--- config.mk ---
export PLATFORM = sky130hd
export DESIGN_NAME = hdu_cordic_cell
export DESIGN_NICKNAME = d
export VERILOG_FILES = /design/src/sv/haversine_distance_unit_assert.svh /design/src/sv/hdu_pkg.sv /design/src/sv/hdu_cordic_cell.sv
export SDC_FILE = /design/constraint.sdc
export NUM_CORES = 1
export LEC_CHECK = 0
export BUFFER_PORTS_ARGS = -buffer_cell sky130_fd_sc_hd__buf_4
export CAP_MARGIN = 20
export CORE_MARGIN = 2
export CORE_UTILIZATION = 40
export DETAILED_ROUTE_END_ITERATION = 8
export MAX_ROUTING_LAYER = met4
export PLACE_DENSITY_LB_ADDON = 0.25
export SLEW_MARGIN = 10
export SYNTH_ARGS = -nofsm -noshare
export SYNTH_HDL_FRONTEND = slang
export SYNTH_SLANG_ARGS = --single-unit
--- constraint.sdc ---
create_clock -name clk -period 6.1 [get_ports clk]
set_input_delay 0.915 -clock clk [delete_from_list [all_inputs] [get_ports clk]]
set_output_delay 0.915 -clock clk [all_outputs]
set_load 0.03 [all_outputs]
--- src/sv/haversine_distance_unit_assert.svh ---
// ---------------------------------------------------------------------------
// haversine_distance_unit_assert.svh
// Assertion macros for the haversine distance unit.
// ---------------------------------------------------------------------------
`ifndef HAVERSINE_DISTANCE_UNIT_ASSERT_SVH
`define HAVERSINE_DISTANCE_UNIT_ASSERT_SVH

// same-cycle implication
`define HDU_ASSERT_IMP(label, clk, rst_n, ante, cons) \
	label: assert property (@(posedge clk) disable iff (!rst_n) (ante) |-> (cons)) \
		else $error("hdu: implication check failed");

// next-cycle implication
`define HDU_ASSERT_NXT(label, clk, rst_n, ante, cons) \
	label: assert property (@(posedge clk) disable iff (!rst_n) (ante) |=> (cons)) \
		else $error("hdu: next-cycle check failed");

`endif

--- src/sv/hdu_pkg.sv ---
// ---------------------------------------------------------------------------
// hdu_pkg
// Types, constants and elaboration-time tables for the haversine unit.
// ---------------------------------------------------------------------------
package hdu_pkg;

	localparam int LAT_W            = 20;
	localparam int LON_W            = 21;
	localparam int RAD_W            = 16;
	localparam int DIST_W           = 22;
	localparam int ANGLE_FRAC_BITS  = 30;
	localparam int DEF_CORDIC_STEPS = 32;
	localparam int DW               = 36;                 // datapath width, Q5.30
	localparam int SQRT_STEPS       = ANGLE_FRAC_BITS + 1;
	localparam int RW               = 34;                 // sqrt remainder width
	localparam int MAG_W            = LON_W + 1;          // |angle| in arc-seconds
	localparam int KW               = 40;                 // arcsec-to-radian factor
	localparam int PW               = MAG_W + KW;
	localparam int LANES            = 4;
	localparam int RSHIFT           = 62 - ANGLE_FRAC_BITS;

	localparam logic [RAD_W-1:0]  RADIUS_RESET = 16'd6371;
	localparam logic [DIST_W-1:0] DIST_MAX     = 22'h3FFFFF;
	localparam logic [63:0]       Q62_ONE      = 64'd1 << 62;

	typedef logic signed [DW-1:0]            angle_t;
	typedef logic [ANGLE_FRAC_BITS:0]        frac_t;
	typedef logic [SQRT_STEPS-1:0]           root_t;
	typedef logic [RW-1:0]                   rem_t;

	localparam angle_t ONE_F = angle_t'(64'd1 << ANGLE_FRAC_BITS);

	function automatic logic [63:0] round_q62(input logic [63:0] u);
		return (u + (64'd1 << (RSHIFT - 1))) >> RSHIFT;
	endfunction

	// restoring long division for the elaboration-time tables
	function automatic logic [63:0] udiv64(input logic [63:0] n, input logic [63:0] d);
		logic [63:0] q;
		logic [64:0] r;
		q = '0;
		r = '0;
		for (int b = 63; b >= 0; b--) begin
			r = {r[63:0], n[b]};
			if (r >= {1'b0, d}) begin
				r = r - {1'b0, d};
				q[b] = 1'b1;
			end
		end
		return q;
	endfunction

	// pi/4 = 4 atan(1/5) - atan(1/239), Q62
	function automatic logic [63:0] qp62_calc();
		logic [63:0] p;
		logic [63:0] s5;
		logic [63:0] s239;
		logic [63:0] term;
		s5 = 64'd0;
		p = udiv64(Q62_ONE, 64'd5);
		for (int k = 0; k < 40; k++) begin
			if (p != 64'd0) begin
				term = udiv64(p, 64'(2 * k + 1));
				if ((k & 1) != 0) s5 = s5 - term;
				else s5 = s5 + term;
				p = udiv64(p, 64'd25);
			end
		end
		s239 = 64'd0;
		p = udiv64(Q62_ONE, 64'd239);
		for (int k = 0; k < 40; k++) begin
			if (p != 64'd0) begin
				term = udiv64(p, 64'(2 * k + 1));
				if ((k & 1) != 0) s239 = s239 - term;
				else s239 = s239 + term;
				p = udiv64(p, 64'd57121);
			end
		end
		return 64'd4 * s5 - s239;
	endfunction

	localparam logic [63:0] QP62 = qp62_calc();

	// atan(2^-i) by its series, rounded to Q30
	function automatic logic [63:0] atan_q(input int i);
		logic [63:0] v;
		logic [63:0] term;
		v = 64'd0;
		if (i == 0) begin
			v = QP62;
		end else begin
			for (int k = 0; k < 64; k++) begin
				if (i * (2 * k + 1) <= 62) begin
					term = udiv64(64'd1 << (62 - i * (2 * k + 1)), 64'(2 * k + 1));
					if ((k & 1) != 0) v = v - term;
					else v = v + term;
				end
			end
		end
		return round_q62(v);
	endfunction

	// inverse of the squared CORDIC gain over the steps in use, at most 32 terms
	function automatic logic [63:0] k2_calc(input int steps);
		logic [63:0] k2;
		k2 = Q62_ONE >> 1;
		for (int i = 1; i < 32; i++) begin
			if (i < steps) k2 = k2 - udiv64(k2, (64'd1 << (2 * i)) + 64'd1);
		end
		return round_q62(k2);
	endfunction

	localparam angle_t PI_F      = angle_t'(round_q62(64'd4 * QP62));
	localparam angle_t HALF_PI_F = angle_t'(round_q62(64'd2 * QP62));
	localparam logic [KW-1:0] FULL_K56 = KW'((QP62 >> 6) / 64'd162000);
	localparam logic [KW-1:0] HALF_K56 = KW'((QP62 >> 6) / 64'd324000);

	// signed Q30 product, truncated toward zero
	function automatic angle_t mul_q(input angle_t a, input angle_t b);
		angle_t      ma;
		angle_t      mb;
		logic [63:0] p;
		angle_t      r;
		ma = a[DW-1] ? -a : a;
		mb = b[DW-1] ? -b : b;
		p = ma[31:0] * mb[31:0];
		r = angle_t'(p >> ANGLE_FRAC_BITS);
		return (a[DW-1] != b[DW-1]) ? -r : r;
	endfunction

endpackage

--- src/sv/hdu_cordic_cell.sv ---
// ---------------------------------------------------------------------------
// hdu_cordic_cell
// One CORDIC micro-rotation, rotation or vectoring mode, registered.
// ---------------------------------------------------------------------------
module hdu_cordic_cell #(
	parameter int STEP      = 0,
	parameter bit VECTORING = 1'b0
) (
	input  logic            clk,
	input  logic            en,
	input  hdu_pkg::angle_t x_in,
	input  hdu_pkg::angle_t y_in,
	input  hdu_pkg::angle_t z_in,
	output hdu_pkg::angle_t x_out,
	output hdu_pkg::angle_t y_out,
	output hdu_pkg::angle_t z_out
);
	import hdu_pkg::*;

	localparam angle_t ATAN_STEP = angle_t'(atan_q(STEP));

	angle_t xs;
	angle_t ys;
	logic   ccw;
	angle_t x_q;
	angle_t y_q;
	angle_t z_q;

	always_comb begin
		xs = x_in >>> STEP;
		ys = y_in >>> STEP;
		// vectoring drives y toward zero, rotation drives z toward zero
		ccw = VECTORING ? y_in[DW-1] : !z_in[DW-1];
	end

	always_ff @(posedge clk) begin
		if (en) begin
			if (ccw) begin
				x_q <= x_in - ys;
				y_q <= y_in + xs;
				z_q <= z_in - ATAN_STEP;
			end else begin
				x_q <= x_in + ys;
				y_q <= y_in - xs;
				z_q <= z_in + ATAN_STEP;
			end
		end
	end

	assign x_out = x_q;
	assign y_out = y_q;
	assign z_out = z_q;

endmodule

# --- Yosys cells after proc, flatten, opt, wreduce, memory -nomap -nowiden ---
# Cells that the tools add are included.
classes:
  n_addsub: 5
  mux: 3
op_table:
  columns: ["cell", "n"]
  rows:
  - ["$mux 36", 3]
  - ["$sub 36x36->36", 2]
  - ["$add 36x31->36 const B", 1]
  - ["$add 36x36->36", 1]
  - ["$sub 36x31->36 const B", 1]
totals:
  reg_bits: 108
  input_bits: 110
  out_inout_bits: 108
  wordCells: 11

# --- Depth between registers and ports, before layout ---
logic_depth:
  depth_word: 2
  depth_mapped: 15
  ltp_nobuf: 13

# --- Worst setup path before layout ---
# No wires, ideal clock.
synth_timing:
  path_kind: "input -> register"
  from: "input port z_in[35]"
  to: "register z_q[34] (netlist: z_out[34]) (data pin)"
  setup_ns: 0.258
  t_arrival_ns: 4.228
  required_ns: 5.842
  slack_ns: 1.614
  cell_stages: 14
  path_buffers: 2
  cell_sequence: "clkbuf_1 > inv_2 > clkbuf_1 > ha_1 > a21o_1 > a21oi_1 > nor4_1 > o311a_4 > a2111oi_2 > a211o_2 > o21ai_2 > a211o_1 > a31oi_1 > xnor2_1"
synth_via:
  elab_chain_len: 1
synth_lines:
  columns: ["element", "line_no", "source"]
  rows:
  - ["from (decl)", "hdu_cordic_cell.sv:13", "input hdu_pkg::angle_t z_in,"]
  - ["$mux 36", "hdu_cordic_cell.sv:38", "if (ccw) begin"]
  - ["to (signal assigned)", "hdu_cordic_cell.sv:41", "z_q <= z_in - ATAN_STEP;"]
  - ["to (signal assigned)", "hdu_cordic_cell.sv:45", "z_q <= z_in + ATAN_STEP;"]
  - ["to (decl)", "hdu_cordic_cell.sv:27", "angle_t z_q;"]
# No other way between the ends.
# A chain may end at the register's enable or synchronous reset.

# --- Worst setup path after layout ---
# Ends and elaborated chain as after synthesis.

==> flow_metrics.tcl <==
set metrics [dict create \
    run_status "completed" \
    ys_dominant_reg_cell "sky130_fd_sc_hd__edfxtp_1" \
    fp.dieW_um 171 \
    max_clock_freq_mhz 228 \
    leakagePower_nw 5.88 \
    drt_drc_violations_left 0 \
    core_util_final 0.483 \
    h_tree_levels 3 \
    synth_top_cells_by_area "sky130_fd_sc_hd__edfxtp_1 (29%), sky130_fd_sc_hd__ha_1 (16%), sky130_fd_sc_hd__a21oi_1 (7.7%)" \
    ctsResizeCount 0 \
    library_cell_occupying_the_most_area_in_the_post_synthesis_netlist "sky130_fd_sc_hd__edfxtp_1" \
    finalWirelength_mm 34.0 \
    place.detailed.instances 1864 \
    vias 10500 \
    irDropWorstVdd_uv 111 \
    global_route.overflow_total 0 \
    hold_bufs_inserted_after_cts 0 \
    final_min_period_over_clock_period 0.720 \
    post_synth_and_or_nand_nor_area_fraction 0.132 \
    io_buffers 217 \
    gpl.final_weighted_congestion 0.947 \
    yosys.cell_types.count 75 \
    slew-limit-headroom 0.317 \
    critical_path.slowest_cell "sky130_fd_sc_hd__buf_4" \
    ys_seq_area_frac 0.289 \
    cts.sink_count 107 \
    postCtsSetupBuffers 0 \
    worstMarginPinSlew_ns 1.02 \
    ioPinCount 218 \
    grt_use_total 0.235 \
    timing_max_transition_violations_final 0 \
    syn-cell-area_um2 11100 \
    timing_worst_setup_path_type "in -> reg" \
    final_net_count 1750 \
    p_per_area_nw_per_um2 227 \
    syn_inst 1317 \
    drt_pre_antenna_iters 6 \
    cts.path.max_buffers 2 \
    final_cell_count_no_fill 1881 \
    synth_nets 1570 \
    post_synth_xor_area_fraction 0.0757 \
    rows 61 \
    sum_of_net_half_perimeters_after_detailed_placement_mm 27.1 \
    synth_compound_area_frac 0.259 \
    netlist_top_cells_count "sky130_fd_sc_hd__a21oi_1 (172), sky130_fd_sc_hd__ha_1 (139), sky130_fd_sc_hd__nor2_1 (128)" \
    post_route_antenna_net_violation_count 0 \
    synth-adder-area-share 0.164 \
    grt_max_degree 77 \
    yosysWarningCount 0 \
    yosysMostFrequentCell "sky130_fd_sc_hd__a21oi_1" \
    clk_transition_reported_paths_ns 0.08 \
    initialDrtViolationCount 1002 \
    dieArea_um2 29100 \
    synth_mux_area_frac 0.0189 \
    critical_path_buf_inv_count 2 \
    final.min_clock_period_ns 4.39 \
    area_share_of_the_leading_cell_type_in_the_synthesized_netlist 0.289 \
    synthToLayoutAreaGrowth_pct 19.9 \
    first_global_vias 10000 \
    antenna_found_initial 1 \
    timing.final.hold_violations 0 \
    cp_data_required_time_ns 6.22 \
    postPlaceCellArea_um2 13000 \
    final_cell_area_um2 13300 \
    synth-edff-count 107 \
    path_max_fanout 56 \
    worst_ep_arrival_time_ns 4.51 \
    synth-seq-cells 107 \
    synth_area_per_cell_um2 8.44 \
    cts.root.buffer_cell "sky130_fd_sc_hd__clkbuf_16" \
    final_layout_size_suffix_gt1_frac 0.174 \
    rsz_0062_raised_after_global_routing "no" \
    critical_path.startpoint_type "input pin" \
    numCtsBuffers 9 \
    fraction_of_registers_with_async_set_reset 0 \
    routedWlPerCell_um 18.1 \
    totalNegativeSetupSlack_ns 0 \
    worst_hold_path_type "in -> reg" \
    vias_per_cell 5.60 \
    dieHeight_um 171 \
    setup_viol_count_final 0 \
    cap_violations 0 \
    floorplan.core_area_um2 27600 \
    largest_family_of_logic_cells_by_synthesized_area "compound AO/OA/AOI/OAI gates" \
    crit_path_end_kind "register" \
    cts_tree "yes" \
    grt_first_pass_wirelength_mm 52.8 \
    cpLargestDelayFamily "compound AO/OA/AOI/OAI gates" \
    critical_path.cell_chain "buf_4, inv_2, fa_1, a21o_1, a21oi_1, nor4_1, o311a_4, a2111oi_2, a211o_2, o21ai_2, a211o_1, a31oi_1, xnor2_1" \
    worst_path_largest_cell_delay_ns 0.52 \
    floorplan.initialDensity 0.403 \
]
==> cell type report <==
cell class | instances | area [µm²]
Fill cell | 2756 | 14200
Multi-Input combinational cell | 1032 | 7210
Sequential cell | 107 | 3210
Timing Repair Buffer | 220 | 1650
Inverter | 127 | 477
Tap cell | 378 | 473
Clock buffer | 9 | 225
Clock inverter | 7 | 66.3
Antenna cell | 1 | 2.50
==> layer usage <==
| layer | up-vias | wire, µm | global-route usage |
|---|---|---|---|
| met3 | 54 | 2460 | 0.0379 |
| met2 | 408 | 15900 | 0.381 |
| met5 | - | 0 | - |
| met1 | 4959 | 14800 | 0.303 |
| li1 | 5107 | - | - |
| met4 | 0 | 799 | 0.0706 |
==> registers in the layout, indices dropped and copies added, names as in the netlist <==
register and cells:
x_out 36, y_out 35, z_out 36
==> kinds of logic (layout without fill, tap and decap cells) <==
| kind of cell | after synthesis | after routing |
|---|---|---|
| adders and majority gates | 143 | 143 |
| other | 0 | 1 |
| DFF | 107 | 107 |
| buffers and inverters | 178 | 363 |
| xor gates and xnor gates | 96 | 96 |
| muxes | 21 | 21 |
| AOI/OAI and AO/OA | 457 | 457 |
| and+or+nand+nor | 315 | 315 |
==> power breakdown <==
| part | internal, mW | switching [mW] | leakage (nW) |
|---|---|---|---|
| sequential | 0.978 | 0.0362 | 1.05 |
| clock | 0.289 | 0.311 | 0.144 |
| combinational | 0.528 | 0.881 | 4.68 |
==> per-stage QoR <==
step                      power [mW]  hold slack, ns  worst slack (ns)
after global placement          2.43            1.19              1.35
after floorplan                 1.95            1.03              1.61
after detailed placement        2.43            1.19              1.28
after global routing            3.19           0.823              1.47
final                           3.02           0.815              1.71
after CTS                       3.04           0.804              1.68
==> cells in the final DEF (no fill, tap or decap), types with 33 or more instances in the layout <==
| master | netlist | layout |
|---|---|---|
| sky130_fd_sc_hd__o21ai_0 | 85 | 85 |
| sky130_fd_sc_hd__xnor2_1 | 89 | 89 |
| sky130_fd_sc_hd__o21bai_1 | 33 | 33 |
| sky130_fd_sc_hd__buf_4 | 1 | 220 |
| sky130_fd_sc_hd__edfxtp_1 | 107 | 107 |
| sky130_fd_sc_hd__ha_1 | 139 | 139 |
| sky130_fd_sc_hd__nand2_1 | 61 | 61 |
| sky130_fd_sc_hd__nor2_1 | 128 | 128 |
| sky130_fd_sc_hd__inv_1 | 123 | 123 |
| sky130_fd_sc_hd__a21oi_1 | 172 | 172 |
==> final timing paths <==
check                start         to  depth (start not counted)
setup / recovery  z_in[35]  z_out[34]                         13
hold / removal     z_in[0]   z_out[0]                          2
Note: power is estimated with default switching activity, not from simulation.
