[config.mk]
export PLATFORM = sky130hd
export DESIGN_NAME = hdu_sqrt_cell
export DESIGN_NICKNAME = d
export VERILOG_FILES = /design/src/sv/haversine_distance_unit_assert.svh /design/src/sv/hdu_pkg.sv /design/src/sv/hdu_sqrt_cell.sv
export SDC_FILE = /design/constraint.sdc
export NUM_CORES = 1
export LEC_CHECK = 0
export ABC_AREA = 1
export BUFFER_PORTS_ARGS = -buffer_cell sky130_fd_sc_hd__buf_4
export CORE_UTILIZATION = 26
export DETAILED_ROUTE_END_ITERATION = 12
export SLEW_MARGIN = 20
export SYNTH_ARGS = -nofsm -noshare
export SYNTH_HDL_FRONTEND = slang
export SYNTH_SLANG_ARGS = --single-unit
[constraint.sdc]
create_clock -name clk -period 2 [get_ports clk]
set_clock_uncertainty 0.1 [all_clocks]
set_input_delay 0.2 -clock clk [delete_from_list [all_inputs] [get_ports clk]]
set_output_delay 0.2 -clock clk [all_outputs]
set_load 0.02 [all_outputs]
[src/sv/haversine_distance_unit_assert.svh]
// ---------------------------------------------------------------------------
// haversine_distance_unit_assert.svh
// Assertion macros for the haversine distance unit.
// ---------------------------------------------------------------------------
`ifndef HAVERSINE_DISTANCE_UNIT_ASSERT_SVH
`define HAVERSINE_DISTANCE_UNIT_ASSERT_SVH

// same-cycle implication
`define HDU_ASSERT_IMP(label, clk, rst_n, ante, cons) \
	label: assert property (@(posedge clk) disable iff (!rst_n) (ante) |-> (cons)) \
		else $error("hdu: implication check failed");

// next-cycle implication
`define HDU_ASSERT_NXT(label, clk, rst_n, ante, cons) \
	label: assert property (@(posedge clk) disable iff (!rst_n) (ante) |=> (cons)) \
		else $error("hdu: next-cycle check failed");

`endif

[src/sv/hdu_pkg.sv]
// ---------------------------------------------------------------------------
// hdu_pkg
// Types, constants and elaboration-time tables for the haversine unit.
// ---------------------------------------------------------------------------
package hdu_pkg;

	localparam int LAT_W            = 20;
	localparam int LON_W            = 21;
	localparam int RAD_W            = 16;
	localparam int DIST_W           = 22;
	localparam int ANGLE_FRAC_BITS  = 30;
	localparam int DEF_CORDIC_STEPS = 32;
	localparam int DW               = 36;                 // datapath width, Q5.30
	localparam int SQRT_STEPS       = ANGLE_FRAC_BITS + 1;
	localparam int RW               = 34;                 // sqrt remainder width
	localparam int MAG_W            = LON_W + 1;          // |angle| in arc-seconds
	localparam int KW               = 40;                 // arcsec-to-radian factor
	localparam int PW               = MAG_W + KW;
	localparam int LANES            = 4;
	localparam int RSHIFT           = 62 - ANGLE_FRAC_BITS;

	localparam logic [RAD_W-1:0]  RADIUS_RESET = 16'd6371;
	localparam logic [DIST_W-1:0] DIST_MAX     = 22'h3FFFFF;
	localparam logic [63:0]       Q62_ONE      = 64'd1 << 62;

	typedef logic signed [DW-1:0]            angle_t;
	typedef logic [ANGLE_FRAC_BITS:0]        frac_t;
	typedef logic [SQRT_STEPS-1:0]           root_t;
	typedef logic [RW-1:0]                   rem_t;

	localparam angle_t ONE_F = angle_t'(64'd1 << ANGLE_FRAC_BITS);

	function automatic logic [63:0] round_q62(input logic [63:0] u);
		return (u + (64'd1 << (RSHIFT - 1))) >> RSHIFT;
	endfunction

	// restoring long division for the elaboration-time tables
	function automatic logic [63:0] udiv64(input logic [63:0] n, input logic [63:0] d);
		logic [63:0] q;
		logic [64:0] r;
		q = '0;
		r = '0;
		for (int b = 63; b >= 0; b--) begin
			r = {r[63:0], n[b]};
			if (r >= {1'b0, d}) begin
				r = r - {1'b0, d};
				q[b] = 1'b1;
			end
		end
		return q;
	endfunction

	// pi/4 = 4 atan(1/5) - atan(1/239), Q62
	function automatic logic [63:0] qp62_calc();
		logic [63:0] p;
		logic [63:0] s5;
		logic [63:0] s239;
		logic [63:0] term;
		s5 = 64'd0;
		p = udiv64(Q62_ONE, 64'd5);
		for (int k = 0; k < 40; k++) begin
			if (p != 64'd0) begin
				term = udiv64(p, 64'(2 * k + 1));
				if ((k & 1) != 0) s5 = s5 - term;
				else s5 = s5 + term;
				p = udiv64(p, 64'd25);
			end
		end
		s239 = 64'd0;
		p = udiv64(Q62_ONE, 64'd239);
		for (int k = 0; k < 40; k++) begin
			if (p != 64'd0) begin
				term = udiv64(p, 64'(2 * k + 1));
				if ((k & 1) != 0) s239 = s239 - term;
				else s239 = s239 + term;
				p = udiv64(p, 64'd57121);
			end
		end
		return 64'd4 * s5 - s239;
	endfunction

	localparam logic [63:0] QP62 = qp62_calc();

	// atan(2^-i) by its series, rounded to Q30
	function automatic logic [63:0] atan_q(input int i);
		logic [63:0] v;
		logic [63:0] term;
		v = 64'd0;
		if (i == 0) begin
			v = QP62;
		end else begin
			for (int k = 0; k < 64; k++) begin
				if (i * (2 * k + 1) <= 62) begin
					term = udiv64(64'd1 << (62 - i * (2 * k + 1)), 64'(2 * k + 1));
					if ((k & 1) != 0) v = v - term;
					else v = v + term;
				end
			end
		end
		return round_q62(v);
	endfunction

	// inverse of the squared CORDIC gain over the steps in use, at most 32 terms
	function automatic logic [63:0] k2_calc(input int steps);
		logic [63:0] k2;
		k2 = Q62_ONE >> 1;
		for (int i = 1; i < 32; i++) begin
			if (i < steps) k2 = k2 - udiv64(k2, (64'd1 << (2 * i)) + 64'd1);
		end
		return round_q62(k2);
	endfunction

	localparam angle_t PI_F      = angle_t'(round_q62(64'd4 * QP62));
	localparam angle_t HALF_PI_F = angle_t'(round_q62(64'd2 * QP62));
	localparam logic [KW-1:0] FULL_K56 = KW'((QP62 >> 6) / 64'd162000);
	localparam logic [KW-1:0] HALF_K56 = KW'((QP62 >> 6) / 64'd324000);

	// signed Q30 product, truncated toward zero
	function automatic angle_t mul_q(input angle_t a, input angle_t b);
		angle_t      ma;
		angle_t      mb;
		logic [63:0] p;
		angle_t      r;
		ma = a[DW-1] ? -a : a;
		mb = b[DW-1] ? -b : b;
		p = ma[31:0] * mb[31:0];
		r = angle_t'(p >> ANGLE_FRAC_BITS);
		return (a[DW-1] != b[DW-1]) ? -r : r;
	endfunction

endpackage

[src/sv/hdu_sqrt_cell.sv]
// ---------------------------------------------------------------------------
// hdu_sqrt_cell
// One result bit of the digit-by-digit square root of v * 2^30, registered.
// ---------------------------------------------------------------------------
module hdu_sqrt_cell #(
	parameter int BIT = 0
) (
	input  logic           clk,
	input  logic           en,
	input  hdu_pkg::frac_t v_in,
	input  hdu_pkg::rem_t  rem_in,
	input  hdu_pkg::root_t root_in,
	output hdu_pkg::frac_t v_out,
	output hdu_pkg::rem_t  rem_out,
	output hdu_pkg::root_t root_out
);
	import hdu_pkg::*;

	logic [2*SQRT_STEPS-1:0] n;
	logic [1:0]              pair;
	rem_t                    rem_sh;
	rem_t                    trial;
	logic                    ge;
	frac_t                   v_q;
	rem_t                    rem_q;
	root_t                   root_q;

	always_comb begin
		n      = {1'b0, v_in, {ANGLE_FRAC_BITS{1'b0}}};
		pair   = n[2*BIT+1 -: 2];
		rem_sh = {rem_in[RW-3:0], pair};
		trial  = RW'({root_in, 2'b01});
		ge     = rem_sh >= trial;
	end

	always_ff @(posedge clk) begin
		if (en) begin
			v_q    <= v_in;
			rem_q  <= ge ? rem_sh - trial : rem_sh;
			root_q <= {root_in[SQRT_STEPS-2:0], ge};
		end
	end

	assign v_out    = v_q;
	assign rem_out  = rem_q;
	assign root_out = root_q;

endmodule
### Yosys cells after proc, flatten, opt, wreduce, memory -nomap -nowiden

Cells that the tools add are included.

| word-level totals | value |
|---|---|
| input bits | 98 |
| word-level logic and storage cells | 7 |
| bits in registers | 96 |
| output and inout bits | 96 |

| operators by class | value |
|---|---|
| muxes and demuxes | 1 |
| magnitude comparators | 1 |
| add/sub/neg operators | 1 |

Operator list:

| cell | count |
|---|---|
| >= comparator 34 x 33 -> 1 bit | 1 |
| 2-to-1 mux 34 bit | 1 |
| subtractor 34 x 33 -> 34 bit | 1 |

### Longest topological paths before layout

Gate-level depths: netlist (run 1).

| logic depth | value |
|---|---|
| depth in word-level cells | 2 |
| mapped depth | 17 |
| mapped depth without buffers | 16 |

### Worst setup path after synthesis (run 1)

OpenSTA, ideal clock, no wires.

| timing | value |
|---|---|
| path type | in2reg |
| from | input port root_in[0] |
| to | register rem_q[26] (netlist: rem_out[26]), data pin |
| stages on the path | 17 |
| setup slack | -0.155 ns |
| buffers on the path | 1 |
| setup time | 0.253 ns |
| data arrival time | 1.801 ns |
| path through | inv_1 ha_1 inv_1 fa_1 inv_1 nand3_1 nand3_2 nand2_1 nand2_2 nand2_1 nand2_2 nand2_2 nand2_4 inv_4 buf_6 nand2_1 nand2_1 |

| between the ends | value |
|---|---|
| word-level cells in the longest chain between the ends | 2 |
| elaborated cells between the ends (all ways) | 3 |

Ends and longest elaborated chain:

| item | RTL line | text |
|---|---|---|
| from (decl) | hdu_sqrt_cell.sv:12 | `input hdu_pkg::root_t root_in,` |
| subtractor 34 x 33 -> 34 bit or >= comparator 34 x 33 -> 1 bit (tied branches) | hdu_sqrt_cell.sv:39, hdu_sqrt_cell.sv:33 |  |
| 2-to-1 mux 34 bit * | hdu_sqrt_cell.sv:39 | `rem_q <= ge ? rem_sh - trial : rem_sh;` |
| to (signal assigned) | hdu_sqrt_cell.sv:39 |  |
| to (decl) | hdu_sqrt_cell.sv:25 | `rem_t rem_q;` |

Every way passes the cells marked *; elsewhere a longest branch is shown, timed or not.
A chain may end at the register's enable or synchronous reset.

### Final worst setup path (run 1)

| timing | value |
|---|---|
| from | input port rem_in[19] |
| to | register rem_q[29] (netlist: rem_out[29]), data pin |

| between the ends | value |
|---|---|
| word-level cells in the longest chain between the ends | 2 |
| elaborated cells between the ends (all ways) | 3 |

Ends and longest elaborated chain:

| item | RTL line | text |
|---|---|---|
| from (decl) | hdu_sqrt_cell.sv:11 | `input hdu_pkg::rem_t rem_in,` |
| subtractor 34 x 33 -> 34 bit or >= comparator 34 x 33 -> 1 bit (tied branches) | hdu_sqrt_cell.sv:39, hdu_sqrt_cell.sv:33 |  |
| 2-to-1 mux 34 bit * | hdu_sqrt_cell.sv:39 |  |

Marked as above.

==> results of run 1 <==
## Yosys cell counts
| cell | count |
|---|---|
| xor2_1 | 14 |
| nand3_2 | 1 |
| o21ai_0 | 3 |
| a21oi_2 | 3 |
| buf_6 | 4 |
| o21ai_1 | 1 |
| nand3_1 | 40 |
| edfxtp_1 | 95 |
| nor2_1 | 38 |
| nand2_2 | 5 |
| nand2_4 | 1 |
| nor4_1 | 1 |
| and2_1 | 1 |
| a21oi_1 | 19 |
| buf_4 | 3 |
| nor3_1 | 6 |
| nand4_1 | 3 |
| fa_1 | 1 |
| inv_1 | 150 |
| o21bai_1 | 2 |
| ha_1 | 31 |
| nand2_1 | 301 |
| xnor2_1 | 1 |
| inv_4 | 1 |
| nand3b_1 | 5 |
| inv_2 | 1 |
| nor2_2 | 2 |
## worst max-delay path, cell delays in order
cell and delay [ns]:
buf_4 0.12, ha_1 0.32, nand2_1 0.15, inv_1 0.07, a21oi_1 0.24, o21bai_1 0.11, a21oi_2 0.18, nand2_4 0.09
buf_4 0.20, nand3_1 0.12, nand2_1 0.05
## final cells by class
cell class	count	area, sq um	area share
clock buffers	10	229	0.0249
flip-flops and latches	95	2850	0.310
repair buffers	337	2730	0.297
clock inverters	6	90.1	0.00980
well taps	280	350	0.0381
multi-input cells	479	2350	0.256
inverters	152	586	0.0637
## how the worst max path moves through the flow
stage	from	end	slack (ns)	cells after the start
after floorplan	root_in[0]	rem_out[26]$_DFFE_PP_	-0.01	17
after global placement	root_in[0]	rem_out[22]$_DFFE_PP_	-0.19	18
after detailed placement	root_in[0]	rem_out[17]$_DFFE_PP_	-0.23	18
after CTS	root_in[0]	rem_out[17]$_DFFE_PP_	0.16	18
after global routing	root_in[0]	rem_out[24]$_DFFE_PP_	0.01	16
final	rem_in[19]	rem_out[29]$_DFFE_PP_	0.15	11
## sequential cells by signal (all words and copies together), names as in the netlist
signal / count
rem_out: 33
root_out: 31
v_out: 31
## metal layers
layer	track usage	vias up	share of wire
met2	0.264	129	0.47
met4	0.0450	0	0.0070
met1	0.194	2480	0.45
met5	0	-	0
met3	0.0329	6	0.068
li1	-	2953	-
## per-stage QoR
step / TNS [ns] / worst slack (ns)
final: 0 / 0.151
after detailed placement: -6.68 / -0.228
after global placement: -5.36 / -0.190
after floorplan: -0.295 / -0.0135
after CTS: 0 / 0.155
after global routing: 0 / 0.0109
## power by group
group	leakage (nW)	internal, W	switching [W]
Combinational	3.73	0.000928	0.00108
Sequential	0.929	0.00244	0.0000585
Clock	0.153	0.00110	0.000817
## repair_timing
item                       CTS  global route
setup endpoints to repair    0             0
hold buffers                60             0
hold endpoints to repair    60             0
resized for setup            0             0
## cells by family (layout without fill, tap and decap cells)
| kind of cell | Yosys count | after routing | share of synthesized area |
|---|---|---|---|
| xor+xnor | 15 | 15 | 0.0226 |
| compound gates | 28 | 28 | 0.0268 |
| buf+inv | 159 | 505 | 0.110 |
| fa+ha+maj | 32 | 32 | 0.0700 |
| flops | 95 | 95 | 0.490 |
| simple gates | 404 | 404 | 0.281 |
==> flow_metrics.env, run 1 <==
export IMPL_ys_seq_area_frac=0.490
export IMPL_crit_arrival_ns=1.86
export IMPL_ios=194
export IMPL_layout_commonest_cell="nand2_1"
export IMPL_syn_cell_area_sq_um=5830
export IMPL_routed_wl_microns=17500
export IMPL_place_area_sq_um=8270
export IMPL_grt_pass1_vias=5519
export IMPL_post_route_drc_count=0
export IMPL_fin_util=0.420
export IMPL_whs_path_depth=3
export IMPL_peakVddDrop_mv=0.410
export IMPL_drt_initial_drc_count=300
export IMPL_rsz0062_at_grt="no"
export IMPL_die_area_sq_um=23000
export IMPL_min_to="rem_out[14]$_DFFE_PP_"
export IMPL_fin_cells=1359
export IMPL_antenna_found_initial=0
export IMPL_ant_nets=0
export IMPL_holdWs_ns=0.0106
export IMPL_drv_slew=0
export IMPL_area_delta_synth_final_pct=57.8
export IMPL_synthTopCellsByArea="edfxtp_1 49%, nand2_1 19%, inv_1 9.7%, ha_1 6.7%, nand3_1 3.4%"
export IMPL_nFillCells=2258
export IMPL_io_buffers=191
export IMPL_num_antenna_cells=0
export IMPL_ctsHtreeMaxLevel=3
export IMPL_powerDensity_nw_per_um2=700
export IMPL_start_util=0.266
export IMPL_fin_nets=1204
export IMPL_crit_fanout=11
export IMPL_dpl_hpwl_microns=13700
export IMPL_cap_violations=0
export IMPL_min_period_ns=1.85
export IMPL_avgSynthCellArea_sq_um=7.95
export IMPL_tightest_slew_ns=0.301
export IMPL_leakage_nw=4.81
export IMPL_grt_max_degree=52
export IMPL_finalHoldViolations=0
export IMPL_clock_path_buffers=2
export IMPL_yosysTopAreaCellShare=0.490
export IMPL_worstHoldStart="rem_in[12]"
export IMPL_synth_yosys_warnings=0
export IMPL_clk_pin_slew_ns=0.08
export IMPL_synth_distinct_cells=27
export IMPL_grt_pass1_wl_microns=27100
export IMPL_overflow=0
export IMPL_cts_tree="done"
export IMPL_place_gp_congestion=0.853
export IMPL_relSlewSlack=0.800
export IMPL_place_inst=1283
export IMPL_die_h_microns=152
export IMPL_layout_drive_gt1_share=0.289
export IMPL_die_w_microns=152
export IMPL_synthCells=733
export IMPL_required_ns=2.01
export IMPL_synth_top_cell_by_area="edfxtp_1"
export IMPL_synth_nets=863
export IMPL_setup_viol=0
export IMPL_post_drt_wl_per_cell_microns=12.9
export IMPL_core_area_sq_um=21900
export IMPL_cts_setup_buffers=0
export IMPL_grtUsageTotal=0.154
export IMPL_max_freq_ghz=0.541
export IMPL_cts_inserted_buffers=9
export IMPL_dr_pass1_iters=4
export IMPL_vias=5568
export IMPL_crit_type="input port to flip-flop"
export IMPL_synth_seq_cells=95
export IMPL_cts_root_buffer="clkbuf_16"
export IMPL_startpoint_type="input port"
export IMPL_fin_crit_sh=0.925
export IMPL_rows=54
export IMPL_total_power_w=0.00643
export IMPL_status="completed"
export IMPL_most_common_layout_cells="301 x nand2_1, 273 x buf_4, 147 x inv_1"
export IMPL_via_per_inst=4.10
export IMPL_fin_area_sq_um=9190
export IMPL_setup_worst_path_end_class="flip-flop"
export IMPL_hold_path_class="input port to flip-flop"
export IMPL_cts_num_sinks=95
No activity file was read; power rests on OpenSTA's default activity.
==> run 2: changes to the inputs <==
CORE_UTILIZATION = 46   (was 26)
PLACE_DENSITY = 0.77   (was not set)
==> run 2 against run 1 <==
Clock power is 9% lower. Via count is 3.6% higher. Global-route usage is 11 points higher. Combinational power is 2% higher. Sequential cell count stayed put. Cell count is 8.9% lower. Fmax is 1.7% lower.
==> flow_metrics.env, run 2 (synthesis gave the netlist of run 1 again) <==
export IMPL_fin_crit_sh=0.941
export IMPL_clk_pin_slew_ns=0.07
export IMPL_crit_type="input port to flip-flop"
export IMPL_core_area_sq_um=12200
export IMPL_layout_commonest_cell="nand2_1"
export IMPL_worstHoldStart="rem_in[26]"
export IMPL_relSlewSlack=0.716
export IMPL_crit_path_frequent_cell="nand2_1"
export IMPL_setup_viol=0
export IMPL_clock_path_buffers=2
export IMPL_ant_nets=0
export IMPL_nFillCells=929
export IMPL_max_freq_ghz=0.532
export IMPL_setup_tns_ns=0
export IMPL_post_route_drc_count=0
export IMPL_grt_pass1_vias=5461
export IMPL_setup_worst_path_end_class="flip-flop"
export IMPL_grtUsageTotal=0.262
export IMPL_ff_latch_area_sq_um=2850
export IMPL_dpl_hpwl_microns=12100
export IMPL_drt_initial_drc_count=309
export IMPL_grt_max_degree=36
export IMPL_min_period_ns=1.88
export IMPL_overflow=0
export IMPL_crit_fanout=15
export IMPL_largest_reg_flops=33
export IMPL_fin_nets=1196
export IMPL_critPathTopFamily="simple AND/OR/NAND/NOR gates"
export IMPL_area_delta_synth_final_pct=56.1
export IMPL_antenna_found_initial=0
export IMPL_place_gp_congestion=0.889
export IMPL_holdWs_ns=0.0206
export IMPL_start_util=0.479
export IMPL_min_to="rem_out[28]$_DFFE_PP_"
export IMPL_most_common_layout_cells="296 x nand2_1, 261 x buf_4, 147 x inv_1"
export IMPL_ios=194
export IMPL_cts_num_sinks=95
export IMPL_num_antenna_cells=0
export IMPL_slowest_stage="fa_2"
export IMPL_critPathLaunch="root_in[0]"
export IMPL_grt_pass1_wl_microns=26300
export IMPL_die_h_microns=115
export IMPL_crit_chain="buf_4 > inv_12 > ha_4 > inv_2 > fa_2 > inv_2 > nand3_2 > nand3_2 > nand2_1 > nand2_2 > nand2_1 > nand2_2 > nand2_4 > nand2_8 > inv_6 > nand2_1 > nand2_1"
export IMPL_post_drt_wl_per_cell_microns=14.1
export IMPL_total_power_w=0.00631
export IMPL_leakage_nw=4.80
export IMPL_whs_path_depth=3
export IMPL_peakVddDrop_mv=0.380
export IMPL_die_w_microns=115
export IMPL_vias=5771
export IMPL_multi_input_area_sq_um=2430
export IMPL_powerDensity_nw_per_um2=693
export IMPL_dr_pass1_iters=5
export IMPL_routed_wl_microns=17500
export IMPL_status="completed"
export IMPL_crit_arrival_ns=1.89
export IMPL_startpoint_type="input port"
export IMPL_layout_drive_gt1_share=0.293
export IMPL_die_area_sq_um=13100
export IMPL_cap_violations=0
export IMPL_critPathBufInv=5
export IMPL_required_ns=2.01
export IMPL_drv_slew=0
export IMPL_hold_path_class="input port to flip-flop"
export IMPL_io_buffers=191
export IMPL_tightest_slew_ns=0.426
export IMPL_critPathMaxStageDelay_ns=0.34
export IMPL_rows=40
export IMPL_cts_root_buffer="clkbuf_16"
export IMPL_cts_tree="done"
export IMPL_cts_inserted_buffers=9
export IMPL_finalHoldViolations=0
export IMPL_ctsHtreeMaxLevel=3
export IMPL_via_per_inst=4.66
## run 2: cell types whose count changed in the layout (fill, tap and decap cells not counted), sizes merged
cell and change:
buf -12, bufinv -1, clkbuf +1, clkinv +2, inv +1
## run 2: final cells by class
cell class,count,share of cell area
sequential,95,0.314
timing repair buffer,327,0.296
multi-input combinational,479,0.268
inverter,152,0.0655
clock buffer,9,0.0248
tap,168,0.0231
clock inverter,6,0.00743
timing repair inverter,2,0.00193
## run 2: per-stage QoR
stage / std cells / instance area [sq um] / setup slack (ns) / util
after detailed placement: 1156 / 8020 / -0.274 / 0.659
after global routing: 1238 / 9090 / -0.0190 / 0.748
final: 1238 / 9090 / 0.119 / 0.748
after CTS: 1231 / 8910 / 0.0953 / 0.733
after global placement: 1156 / 8020 / -0.216 / 0.659
after floorplan: 733 / 5860 / -0.0135 / -
## run 2: timing repair
action / in CTS / in global routing
resized for setup: 0 / 17
setup buffers: 0 / 3
hold buffers: 60 / 0
hold endpoints to repair: 60 / 0
endpoints found under the setup margin: 0 / 31
## run 2: worst max-delay path by stage
| stage | to | cells after the start |
|---|---|---|
| final | rem_out[9]$_DFFE_PP_ | 17 |
| after global routing | rem_out[23]$_DFFE_PP_ | 17 |
| after CTS | rem_out[30]$_DFFE_PP_ | 17 |
| after detailed placement | rem_out[27]$_DFFE_PP_ | 17 |
| after global placement | rem_out[22]$_DFFE_PP_ | 17 |
| after floorplan | rem_out[26]$_DFFE_PP_ | 17 |
## run 2: power breakdown
group,switching [W],internal [W],leakage [nW]
Combinational,0.00111,0.000940,3.73
Clock,0.000775,0.000970,0.140
Sequential,0.0000641,0.00244,0.929
Total,0.00195,0.00435,4.80
## run 2: routing by layer
layer  track usage  vias up  share of wire
met2         0.466      200           0.49
met1         0.334     2606           0.42
met3        0.0360       21          0.068
met4        0.0684        0          0.015
met5             0        -              0
li1              -     2944              -
==> run 3: changes to the inputs <==
--- a/config.mk
+++ b/config.mk
@@ -8,4 +8,5 @@
 export ABC_AREA = 1
 export BUFFER_PORTS_ARGS = -buffer_cell sky130_fd_sc_hd__buf_4
+export CORE_MARGIN = 2
 export CORE_UTILIZATION = 46
 export DETAILED_ROUTE_END_ITERATION = 12
==> constraint.sdc (replaced) <==
create_clock -name clk -period 2 [get_ports clk]
set_clock_uncertainty 0.1 [all_clocks]
set_input_delay 0.1 -clock clk [delete_from_list [all_inputs] [get_ports clk]]
set_output_delay 0.1 -clock clk [all_outputs]
set_load 0.02 [all_outputs]
==> run 3 against run 2 <==
Highest routed layer unchanged. Core utilization fell by 2.0 points. Sequential share of layout area rose by 0.091 points. Largest cell class unchanged. Largest power group unchanged. Critical path depth did not move. Combinational power fell by 4%. Cell area fell by 0.29%.
==> flow_metrics.env, run 3 (synthesis gave the netlist of run 1 again) <==
export IMPL_cts_setup_buffers=0
export IMPL_relSlewSlack=0.682
export IMPL_worstHoldStart="rem_in[31]"
export IMPL_cts_tree="done"
export IMPL_setup_worst_path_end_class="flip-flop"
export IMPL_rsz0062_at_grt="no"
export IMPL_peakVddDrop_mv=0.382
export IMPL_setup_viol=0
export IMPL_crit_fanout=31
export IMPL_grt_pass1_wl_microns=26800
export IMPL_crit_chain="buf_4 > inv_1 > ha_2 > inv_1 > fa_2 > inv_1 > nand3_1 > nand3_2 > nand2_1 > nand2_2 > nand2_1 > nand2_2 > nand2_2 > nand2_4 > inv_8 > nand2_1 > nand2_1"
export IMPL_post_drt_wl_per_cell_microns=13.8
export IMPL_ctsHtreeMaxLevel=3
export IMPL_fin_nets=1202
export IMPL_drv_slew=0
export IMPL_fin_crit_sh=0.900
export IMPL_ios=194
export IMPL_dr_pass1_iters=5
export IMPL_status="completed"
export IMPL_io_buffers=191
export IMPL_die_w_microns=117
export IMPL_slowest_stage="fa_2"
export IMPL_clk_pin_slew_ns=0.07
export IMPL_layout_commonest_cell="nand2_1"
export IMPL_drt_initial_drc_count=342
export IMPL_finalHoldViolations=0
export IMPL_start_util=0.467
export IMPL_grt_pass1_vias=5667
export IMPL_antenna_found_initial=0
export IMPL_grt_max_degree=36
export IMPL_layout_drive_gt1_share=0.256
export IMPL_crit_path_frequent_cell="nand2_1"
export IMPL_clock_path_buffers=2
export IMPL_place_gp_congestion=0.899
export IMPL_crit_arrival_ns=1.80
export IMPL_total_power_w=0.00622
export IMPL_leakage_nw=4.77
export IMPL_whs_path_depth=3
export IMPL_routed_wl_microns=17200
export IMPL_largest_reg_flops=33
export IMPL_vias=5750
export IMPL_cts_num_sinks=95
export IMPL_die_area_sq_um=13600
export IMPL_die_h_microns=117
export IMPL_via_per_inst=4.61
export IMPL_place_ws_ns=-0.201
export IMPL_startpoint_type="input port"
export IMPL_critPathTopFamily="simple AND/OR/NAND/NOR gates"
export IMPL_postLayoutSetupSlackWorst_ns=0.200
export IMPL_powerDensity_nw_per_um2=686
export IMPL_area_delta_synth_final_pct=55.6
export IMPL_post_route_drc_count=0
export IMPL_grtUsageTotal=0.258
export IMPL_dpl_hpwl_microns=12300
export IMPL_min_to="rem_out[33]$_DFFE_PP_"
export IMPL_cap_violations=0
export IMPL_overflow=0
export IMPL_rows=41
export IMPL_holdWs_ns=0.0165
export IMPL_most_common_layout_cells="301 x nand2_1, 241 x buf_4, 150 x inv_1"
export IMPL_max_freq_ghz=0.556
export IMPL_min_period_ns=1.80
export IMPL_crit_type="input port to flip-flop"
export IMPL_hold_path_class="input port to flip-flop"
export IMPL_critPathMaxStageDelay_ns=0.35
export IMPL_ant_nets=0
export IMPL_required_ns=2.00
export IMPL_core_area_sq_um=12500
export IMPL_tightest_slew_ns=0.477
export IMPL_cts_inserted_buffers=9
export IMPL_critPathBufInv=5
export IMPL_cts_root_buffer="clkbuf_16"
export IMPL_num_antenna_cells=0
==> run 3: repair_timing <==
action | 4_1_cts | 5_1_grt
endpoints found under the hold margin | 90 | 0
hold buffers | 90 | 0
setup endpoints to repair | 0 | 30
resized for setup | 0 | 2
==> run 3: power by group <==
group          internal, W  switching, W  total [W]
clock network     0.000969      0.000770    0.00174
logic             0.000896       0.00108    0.00197
registers          0.00244     0.0000612    0.00251
==> run 3: stage by stage <==
| step | instances | cell area (sq um) | TNS (ns) | utilization |
|---|---|---|---|---|
| 5_1_grt | 1248 | 9070 | 0 | 0.727 |
| 2_1_floorplan | 733 | 5830 | 0 | - |
| 4_1_cts | 1248 | 9060 | 0 | 0.727 |
| 3_3_place_gp | 1143 | 7870 | -3.81 | 0.631 |
| 3_5_place_dp | 1143 | 7870 | -5.76 | 0.631 |
| 6_report | 1248 | 9070 | 0 | 0.727 |
==> run 3: worst max-delay path by stage <==
stage	from	cells past startpoint	endpoint	slack [ns]
after CTS	root_in[0]	17	rem_out[8]$_DFFE_PP_	0.15
after detailed placement	root_in[0]	17	rem_out[24]$_DFFE_PP_	-0.20
after global placement	root_in[0]	17	rem_out[19]$_DFFE_PP_	-0.13
after global routing	root_in[0]	17	rem_out[10]$_DFFE_PP_	0.007
after floorplan	root_in[0]	17	rem_out[26]$_DFFE_PP_	0.004
final	root_in[0]	17	rem_out[24]$_DFFE_PP_	0.20
==> run 3: cell type report <==
class	count	area, sq um
timing repair buffer	335	2790
inverter	152	578
sequential	95	2850
fill	955	3400
clock buffer	9	225
multi-input combinational	479	2340
tap	172	215
clock inverter	6	67.6
==> run 3: per-layer routing <==
layer  up-vias  GRT usage  share of wire
met1      2587      0.317           0.43
met3        24     0.0420          0.064
met2       190      0.457           0.49
met5         -          0              0
met4         0     0.0949          0.020
li1       2949          -              -
